## src/hdl/lfu_oldest_slot_replacement_macros.svh

```systemverilog
// Assertion macros for the replacement block's controller.
`ifndef LFU_OLDEST_SLOT_REPLACEMENT_MACROS_SVH
`define LFU_OLDEST_SLOT_REPLACEMENT_MACROS_SVH

// Checks a property on every rising edge of clk while reset is released.
`define LFUOS_ASSERT(label, prop, msg) \
	label: assert property (@(posedge clk) disable iff (!arst_n) prop) \
		else $error(msg);

// Checks that a condition in one cycle is followed by another in the next.
`define LFUOS_ASSERT_NEXT(label, cond, nxt, msg) \
	label: assert property (@(posedge clk) disable iff (!arst_n) (cond) |=> (nxt)) \
		else $error(msg);

`endif

```

## src/hdl/lfuos_pkg.sv

```systemverilog
// Types and constants shared by the replacement block's modules.
`default_nettype none

package lfuos_pkg;

	localparam int ID_W       = 16;
	localparam int HITS_W     = 16;
	localparam int STAMP_W    = 32;
	localparam int CFG_W      = 5;
	localparam int OUTCOME_W  = 2;
	localparam int SLOT_OUT_W = 4;

	localparam logic [CFG_W-1:0]     FRAMES_RESET = 5'd16;
	localparam logic [HITS_W-1:0]    HITS_MAX     = 16'hFFFF;
	localparam logic [STAMP_W-1:0]   STAMP_MAX    = 32'hFFFF_FFFF;

	localparam logic [OUTCOME_W-1:0] OUTCOME_HIT     = 2'd0;
	localparam logic [OUTCOME_W-1:0] OUTCOME_PLACE   = 2'd1;
	localparam logic [OUTCOME_W-1:0] OUTCOME_REPLACE = 2'd2;

	typedef struct packed {
		logic [ID_W-1:0]    tag;
		logic [HITS_W-1:0]  hits;
		logic [STAMP_W-1:0] stamp;
	} lfuos_entry_t;

	typedef struct packed {
		logic start;
		logic read;
		logic update;
	} lfuos_cmd_t;

	typedef struct packed {
		logic scan_last;
		logic filled_zero;
		logic out_busy;
	} lfuos_sts_t;

endpackage

`default_nettype wire

```

## src/hdl/lfuos_datapath.sv

```systemverilog
// Slot store, scan compare, victim tracking, update logic and result register.
`default_nettype none

module lfuos_datapath import lfuos_pkg::*; #(
	parameter int SLOTS = 16
) (
	input  wire logic                  clk,
	input  wire logic                  arst_n,
	input  wire lfuos_cmd_t            cmd,
	output lfuos_sts_t                 sts,
	input  wire logic [ID_W-1:0]       candidate_id,
	input  wire logic                  cfg_valid,
	input  wire logic [CFG_W-1:0]      frames_in_use,
	input  wire logic                  out_ready,
	output logic                       out_valid,
	output logic [OUTCOME_W-1:0]       outcome,
	output logic [SLOT_OUT_W-1:0]      slot_index,
	output logic [ID_W-1:0]            evicted_id,
	output logic [HITS_W-1:0]          new_count
);

	localparam int IW    = (SLOTS > 1) ? $clog2(SLOTS) : 1;
	localparam int CW    = $clog2(SLOTS + 1);
	localparam int CMP_W = (CW > CFG_W) ? CW : CFG_W;

	lfuos_entry_t mem_q [SLOTS];

	logic [ID_W-1:0]    id_q;
	logic [IW-1:0]      cnt_q;
	logic [CW-1:0]      filled_q;
	logic [STAMP_W-1:0] clock_q;
	logic [CFG_W-1:0]   frames_q;

	lfuos_entry_t       rd_data_s1;
	logic [IW-1:0]      rd_addr_s1;
	logic               rd_valid_s1;

	logic               found_q;
	logic [IW-1:0]      hit_idx_q;
	lfuos_entry_t       hit_entry_q;
	logic [IW-1:0]      vic_idx_q;
	lfuos_entry_t       vic_entry_q;

	logic               out_valid_q;
	logic [OUTCOME_W-1:0]  outcome_q;
	logic [SLOT_OUT_W-1:0] slot_index_q;
	logic [ID_W-1:0]       evicted_id_q;
	logic [HITS_W-1:0]     new_count_q;

	logic               take_hit;
	logic               take_vic;
	logic [CFG_W-1:0]   lim_lo;
	logic               place;
	logic [IW-1:0]      wr_idx;
	lfuos_entry_t       wr_entry;
	logic [OUTCOME_W-1:0] res_outcome;
	logic [ID_W-1:0]    res_evicted;

	assign take_hit = (rd_data_s1.tag == id_q) && !found_q;
	assign take_vic = (rd_addr_s1 == '0) ||
		(rd_data_s1.hits < vic_entry_q.hits) ||
		((rd_data_s1.hits == vic_entry_q.hits) && (rd_data_s1.stamp < vic_entry_q.stamp));

	assign lim_lo = (frames_q == '0) ? CFG_W'(1) : frames_q;
	assign place  = (CMP_W'(filled_q) < CMP_W'(lim_lo)) && (filled_q < CW'(SLOTS));

	always_comb begin
		wr_idx      = vic_idx_q;
		wr_entry    = '{tag: id_q, hits: HITS_W'(1), stamp: clock_q};
		res_outcome = OUTCOME_REPLACE;
		res_evicted = vic_entry_q.tag;
		if (found_q) begin
			wr_idx      = hit_idx_q;
			wr_entry    = hit_entry_q;
			if (hit_entry_q.hits != HITS_MAX) begin
				wr_entry.hits = hit_entry_q.hits + HITS_W'(1);
			end
			res_outcome = OUTCOME_HIT;
			res_evicted = '0;
		end else if (place) begin
			wr_idx      = IW'(filled_q);
			res_outcome = OUTCOME_PLACE;
			res_evicted = '0;
		end
	end

	assign sts.scan_last   = ((CW'(cnt_q) + CW'(1)) == filled_q);
	assign sts.filled_zero = (filled_q == '0);
	assign sts.out_busy    = out_valid_q && !out_ready;

	always_ff @(posedge clk or negedge arst_n) begin
		if (!arst_n) begin
			cnt_q       <= '0;
			filled_q    <= '0;
			clock_q     <= '0;
			frames_q    <= FRAMES_RESET;
			rd_valid_s1 <= 1'b0;
			found_q     <= 1'b0;
			out_valid_q <= 1'b0;
		end else begin
			rd_valid_s1 <= cmd.read;
			if (cfg_valid) begin
				frames_q <= frames_in_use;
			end
			if (cmd.start) begin
				cnt_q   <= '0;
				found_q <= 1'b0;
			end else if (cmd.read) begin
				cnt_q <= cnt_q + IW'(1);
			end
			if (rd_valid_s1 && take_hit) begin
				found_q <= 1'b1;
			end
			if (cmd.update) begin
				out_valid_q <= 1'b1;
				if (clock_q != STAMP_MAX) begin
					clock_q <= clock_q + STAMP_W'(1);
				end
				if (!found_q && place) begin
					filled_q <= filled_q + CW'(1);
				end
			end else if (out_ready) begin
				out_valid_q <= 1'b0;
			end
		end
	end

	always_ff @(posedge clk) begin
		if (cmd.start) begin
			id_q <= candidate_id;
		end
		if (cmd.read) begin
			rd_data_s1 <= mem_q[cnt_q];
			rd_addr_s1 <= cnt_q;
		end
		if (cmd.update) begin
			mem_q[wr_idx] <= wr_entry;
		end
	end

	always_ff @(posedge clk) begin
		if (rd_valid_s1) begin
			if (take_hit) begin
				hit_idx_q   <= rd_addr_s1;
				hit_entry_q <= rd_data_s1;
			end
			if (take_vic) begin
				vic_idx_q   <= rd_addr_s1;
				vic_entry_q <= rd_data_s1;
			end
		end
		if (cmd.update) begin
			outcome_q    <= res_outcome;
			slot_index_q <= SLOT_OUT_W'(wr_idx);
			evicted_id_q <= res_evicted;
			new_count_q  <= wr_entry.hits;
		end
	end

	assign out_valid  = out_valid_q;
	assign outcome    = outcome_q;
	assign slot_index = slot_index_q;
	assign evicted_id = evicted_id_q;
	assign new_count  = new_count_q;

endmodule

`default_nettype wire

```

## src/hdl/lfuos_ctrl.sv

```systemverilog
// Controller that sequences the slot scan and the update for each request.
`default_nettype none
`include "lfu_oldest_slot_replacement_macros.svh"

module lfuos_ctrl import lfuos_pkg::*; (
	input  wire logic       clk,
	input  wire logic       arst_n,
	input  wire logic       in_valid,
	output logic            in_ready,
	input  wire lfuos_sts_t sts,
	output lfuos_cmd_t      cmd
);

	typedef enum logic [1:0] {
		ST_IDLE,
		ST_SCAN,
		ST_WAIT,
		ST_UPDATE
	} state_t;

	state_t state_q;

	assign in_ready = (state_q == ST_IDLE);

	always_comb begin
		cmd        = '0;
		cmd.start  = (state_q == ST_IDLE) && in_valid;
		cmd.read   = (state_q == ST_SCAN);
		cmd.update = (state_q == ST_UPDATE) && !sts.out_busy;
	end

	always_ff @(posedge clk or negedge arst_n) begin
		if (!arst_n) begin
			state_q <= ST_IDLE;
		end else begin
			unique case (state_q)
				ST_IDLE: begin
					if (in_valid) begin
						state_q <= sts.filled_zero ? ST_UPDATE : ST_SCAN;
					end
				end
				ST_SCAN: begin
					if (sts.scan_last) begin
						state_q <= ST_WAIT;
					end
				end
				ST_WAIT: begin
					state_q <= ST_UPDATE;
				end
				ST_UPDATE: begin
					if (!sts.out_busy) begin
						state_q <= ST_IDLE;
					end
				end
				default: begin
					state_q <= ST_IDLE;
				end
			endcase
		end
	end

	`LFUOS_ASSERT(a_update_when_free, (cmd.update |-> !sts.out_busy), "result overwritten while held")
	`LFUOS_ASSERT(a_cmd_exclusive, $onehot0({cmd.start, cmd.read, cmd.update}), "commands overlap")
	`LFUOS_ASSERT_NEXT(a_scan_end, state_q == ST_SCAN && sts.scan_last, state_q == ST_WAIT, "scan overran")
	`LFUOS_ASSERT_NEXT(a_start_scan, cmd.start && !sts.filled_zero, state_q == ST_SCAN, "scan not started")

endmodule

`default_nettype wire

```

## src/hdl/lfu_oldest_slot_replacement.sv

```systemverilog
// Each request that is accepted goes through the scan of the filled slots, a wait state and the update.
// With no slot filled the scan is skipped and the request goes straight to the update.
// The update waits while an earlier result is still held; a new request is accepted only in idle.
// The slot store is read one slot per cycle during the scan.
// A result may wait at the output while the next request is accepted and scanned.
// Reset empties every slot, clears the step clock and sets frames_in_use to sixteen.
`default_nettype none

module lfu_oldest_slot_replacement import lfuos_pkg::*; #(
	parameter int SLOTS = 16
) (
	input  wire logic                  clk,
	input  wire logic                  arst_n,
	input  wire logic                  in_valid,
	output logic                       in_ready,
	input  wire logic [ID_W-1:0]       candidate_id,
	output logic                       out_valid,
	input  wire logic                  out_ready,
	output logic [OUTCOME_W-1:0]       outcome,
	output logic [SLOT_OUT_W-1:0]      slot_index,
	output logic [ID_W-1:0]            evicted_id,
	output logic [HITS_W-1:0]          new_count,
	input  wire logic                  cfg_valid,
	output logic                       cfg_ready,
	input  wire logic [CFG_W-1:0]      frames_in_use
);

	lfuos_cmd_t cmd;
	lfuos_sts_t sts;

	assign cfg_ready = 1'b1;

	lfuos_ctrl u_ctrl (
		.clk      (clk),
		.arst_n   (arst_n),
		.in_valid (in_valid),
		.in_ready (in_ready),
		.sts      (sts),
		.cmd      (cmd)
	);

	lfuos_datapath #(
		.SLOTS (SLOTS)
	) u_datapath (
		.clk           (clk),
		.arst_n        (arst_n),
		.cmd           (cmd),
		.sts           (sts),
		.candidate_id  (candidate_id),
		.cfg_valid     (cfg_valid),
		.frames_in_use (frames_in_use),
		.out_ready     (out_ready),
		.out_valid     (out_valid),
		.outcome       (outcome),
		.slot_index    (slot_index),
		.evicted_id    (evicted_id),
		.new_count     (new_count)
	);

endmodule

`default_nettype wire

```

## config.mk

```make
export PLATFORM = sky130hd
export DESIGN_NAME = lfu_oldest_slot_replacement
export DESIGN_NICKNAME = d
export VERILOG_FILES = /design/src/hdl/lfuos_pkg.sv /design/src/hdl/lfuos_datapath.sv /design/src/hdl/lfuos_ctrl.sv /design/src/hdl/lfu_oldest_slot_replacement.sv
export VERILOG_INCLUDE_DIRS = /design/src /design/src/hdl
export SDC_FILE = /design/constraint.sdc
export NUM_CORES = 1
export LEC_CHECK = 0
export BUFFER_PORTS_ARGS = -buffer_cell sky130_fd_sc_hd__buf_2
export CORE_MARGIN = 3
export CORE_UTILIZATION = 50
export CTS_BUF_LIST = sky130_fd_sc_hd__clkbuf_8
export DETAILED_ROUTE_END_ITERATION = 10
export PLACE_DENSITY_LB_ADDON = 0.15
export SKIP_LAST_GASP = 1
export SYNTH_ARGS = -nofsm -noshare
export SYNTH_HDL_FRONTEND = slang
export SYNTH_HIERARCHICAL = 1
export SYNTH_SLANG_ARGS = --single-unit
```

## constraint.sdc

```tcl
create_clock -name clk -period 13.7 [get_ports clk]
set_input_delay 1.37 -clock clk [delete_from_list [all_inputs] [get_ports clk]]
set_output_delay 1.37 -clock clk [all_outputs]
set_load 0.01 [all_outputs]
```

==> impl_metrics.toml <==
[timing]
timing.final.crit_period_ns = 5.02
final_hold_viol_count = 0
maxClockFrequency_mhz = 199
timing.max_slew.rel_slack = 0.0935
rsz0062_at_grt = "false"
fin_crit_sh = 0.366
slew_viol_final = 0
finalClockSkew_ns = 0.0323
setup_viol_count_final = 0
fin_tns_setup_ns = 0
worst_pin_slew_ns = 1.35

[critical_path]
register_to_register_setup_slack_ns = 8.68
critPathLaunch = "u_datapath/frames_q[4]"
critPathMaxFanout = 30
worst_setup_path_start_kind = "flop"
path_class = "reg2reg"
end_kind = "flop"
worstSetupEndpoint = "u_datapath/mem_q[2][29]"
required_ns = 14.15
r2r_start = "u_datapath/frames_q[4]"
worst_reg2reg_endpoint = "u_datapath/mem_q[2][29]"
arrival_ns = 5.47
ff2ff_path_depth = 11

[grt]
busiest_layer = "met2"
antenna_found_initial = 1
grt.total_usage = 0.227
remaining_global_route_overflow = 0
grtUsageMet1 = 0.305
grt_pass1_vias = 27914
grt_util_met2 = 0.382
grt_max_degree = 111
grt_pass1_wl_um = 180000
grt.met3_usage = 0.0334

[synth]
postSynthCellCount = 2767
seq_area_frac_synth = 0.764
syn_avg_cell_area_um2 = 18.8
synth.ff_latch_count = 1333
synth_edf_count = 1282
distinct_cells_synth = 67
synth.net_count = 2853
post_synth_instance_area_um2 = 52000
synth-warning-count = 6
synthArstFlopShare = 0.0383
commonest_register_cell_after_synthesis = "sky130_fd_sc_hd__edfxtp_1"

[routing]
dr.first_iter.drc_count = 2595
via_per_inst = 5.89
detail-route-antenna-nets = 0
routed_wire_length_per_instance_um = 26.8
vias = 26605
route.final.wire_length_um = 121000
drc = 0
drt-pass1-iter-count = 5

[floorplan]
die_height_um = 329
fp.dieW_um = 329
die_footprint_um2 = 108000
initial_core_util = 0.508
core_um2 = 102000
ioPinCount = 67
placement_rows = 117

[cells_and_area]
nets = 3063
mostFrequentLayoutCell = "sky130_fd_sc_hd__edfxtp_1"
filler_cell_count = 7878
fin_area_um2 = 57800
drive_above_1_share = 0.211
syn2layout_area_growth_pct = 11.1
mostFrequentLayoutCells = "sky130_fd_sc_hd__edfxtp_1 (1282), sky130_fd_sc_hd__clkbuf_8 (212), sky130_fd_sc_hd__mux2i_1 (199)"

[pwr]
internal-power_uw = 7750
netSwitchingFraction = 0.311
power_per_cell_area_nw_per_um2 = 195
power.switching_uw = 3510
power.share.combinational = 0.246
max-vdd-ir-drop_mv = 0.131
power.static_leakage_uw = 0.0198
design_power_total_uw = 11300
seqPwrFrac = 0.493
clock_power_share = 0.261

[run]
max_cap_viol_count = 0

[clocking]
post_cts_buffers = 0
ctsLongestPathBuffers = 3
clkTransAtPathRegs_ns = 0.06
htree_num_levels = 4
cts.hold.buffers_added = 0
tritoncts_num_sinks = 1333
cts_tree = "yes"
cts_made_buffers = 207
clock_insertion_delay_worst_skew_ns = 0.85
ctsRootBufferMaster = "sky130_fd_sc_hd__clkbuf_8"
post_cts_resized = 0

[worst_hold_path]
path_class_of_the_lowest_slack_min_delay_path = "reg2reg"
worstHoldStart = "u_datapath/rd_data_s1[0]"

[placed_design]
place.gp.congestion = 0.775
detailed_place_hpwl_um = 65300
place.port_buffers = 65
dpl_cell_area_um2 = 54200

[status]
outcome = "finished clean"
power groups by stage:
stage	Clock (uW)	Sequential [uW]	Combinational, uW
final	2940	5550	2770
after global routing	3200	5590	3010
after CTS	3010	5550	2810
after detailed placement	0	5630	2800
after global placement	0	5610	2750
after floorplan	0	5520	1950
per-stage QoR:
stage / util / instances / hold WS (ns) / worst slack [ns]
after floorplan: - / 2767 / 0.423 / 4.69
after global placement: 0.529 / 4135 / 0.447 / 8.33
after detailed placement: 0.529 / 4135 / 0.463 / 8.30
after CTS: 0.564 / 4512 / 0.472 / 8.70
after global routing: 0.564 / 4514 / 0.497 / 8.46
final: 0.564 / 4514 / 0.472 / 8.68
worst min-delay path by stage:
stage / cells past startpoint / end / slack (ns)
floorplan: 0 / u_datapath/rd_addr_s1[2] / 0.42
global placement: 0 / u_datapath/vic_entry_q[0] / 0.45
detailed placement: 0 / u_datapath/hit_entry_q[0] / 0.46
CTS: 0 / u_datapath/vic_entry_q[0] / 0.47
global route: 0 / u_datapath/hit_idx_q[0] / 0.50
finish: 0 / u_datapath/vic_entry_q[0] / 0.47
state kept, by name, summed over array words and instances (netlist names):
register / flops
u_datapath/hit_idx_q: 4
u_datapath/rd_data_s1: 64
u_datapath/evicted_id: 16
u_datapath/id_q: 16
u_datapath/rd_addr_s1: 4
u_datapath/cnt_q: 4
u_ctrl/state_q: 2
u_datapath/vic_idx_q: 4
u_datapath/outcome: 2
u_datapath/found_q: 1
u_datapath/hit_entry_q: 64
u_datapath/rd_valid_s1: 1
u_datapath/new_count: 16
u_datapath/vic_entry_q: 64
u_datapath/out_valid: 1
u_datapath/frames_q: 5
u_datapath/filled_q: 5
u_datapath/clock_q: 32
u_datapath/mem_q: 1024
u_datapath/slot_index: 4
routing by layer:
metal  vias up  routed length (um)
li1      11595                   -
met1     13962               50600
met2       845               61200
met3       203                6240
met4         0                3080
met5         -                   0
synthesized netlist by cell type, types with 33 or more instances:
cell,count,area share
sky130_fd_sc_hd__edfxtp_1,1282,0.74
sky130_fd_sc_hd__mux2i_1,199,0.038
sky130_fd_sc_hd__o21ai_0,135,0.013
sky130_fd_sc_hd__mux4_2,128,0.055
sky130_fd_sc_hd__mux2_2,115,0.025
sky130_fd_sc_hd__nand2_1,102,0.0074
sky130_fd_sc_hd__a21oi_1,84,0.0081
sky130_fd_sc_hd__clkbuf_1,76,0.0055
sky130_fd_sc_hd__a22oi_1,65,0.0094
sky130_fd_sc_hd__a221oi_1,64,0.011
sky130_fd_sc_hd__inv_1,61,0.0044
sky130_fd_sc_hd__ha_1,60,0.014
sky130_fd_sc_hd__dfrtp_1,50,0.024
sky130_fd_sc_hd__xnor2_1,36,0.0061
sky130_fd_sc_hd__nand3_1,33,0.0032
cells by family after synthesis:
group                      Yosys count  share of synthesized area
DFF                               1333                      0.764
muxes                              442                      0.119
AOI/OAI and AO/OA                  388                     0.0485
and+or+nand+nor                    289                     0.0283
buffers and inverters              187                     0.0145
xor gates and xnor gates            67                     0.0113
adders and majority gates           60                     0.0144
other                                1                  0.0000721
worst max-delay path, stage by stage, from the launching register on:
cell and delay (ns):
sky130_fd_sc_hd__dfstp_2 0.53, sky130_fd_sc_hd__inv_1 0.05, sky130_fd_sc_hd__ha_1 0.35, sky130_fd_sc_hd__and3_1 0.21
sky130_fd_sc_hd__nand3_1 0.14, sky130_fd_sc_hd__o2111a_2 0.35, sky130_fd_sc_hd__and2_1 0.23, sky130_fd_sc_hd__a221oi_4 0.50
sky130_fd_sc_hd__inv_2 0.25, sky130_fd_sc_hd__nor3_2 0.68, sky130_fd_sc_hd__buf_4 0.62, sky130_fd_sc_hd__buf_4 0.66
area by class of cell:
cell class              instances  area (um^2)  area share
repair buffers                124          781      0.0135
clock inverters               165          731      0.0126
clock buffers                 212         2920      0.0505
multi-input cells            1247        11700       0.201
flip-flops and latches       1333        39800       0.688
diodes                          1         2.50   0.0000433
inverters                      64          243     0.00420
well taps                    1368         1710      0.0296
Note: power is estimated with default switching activity, not from simulation.
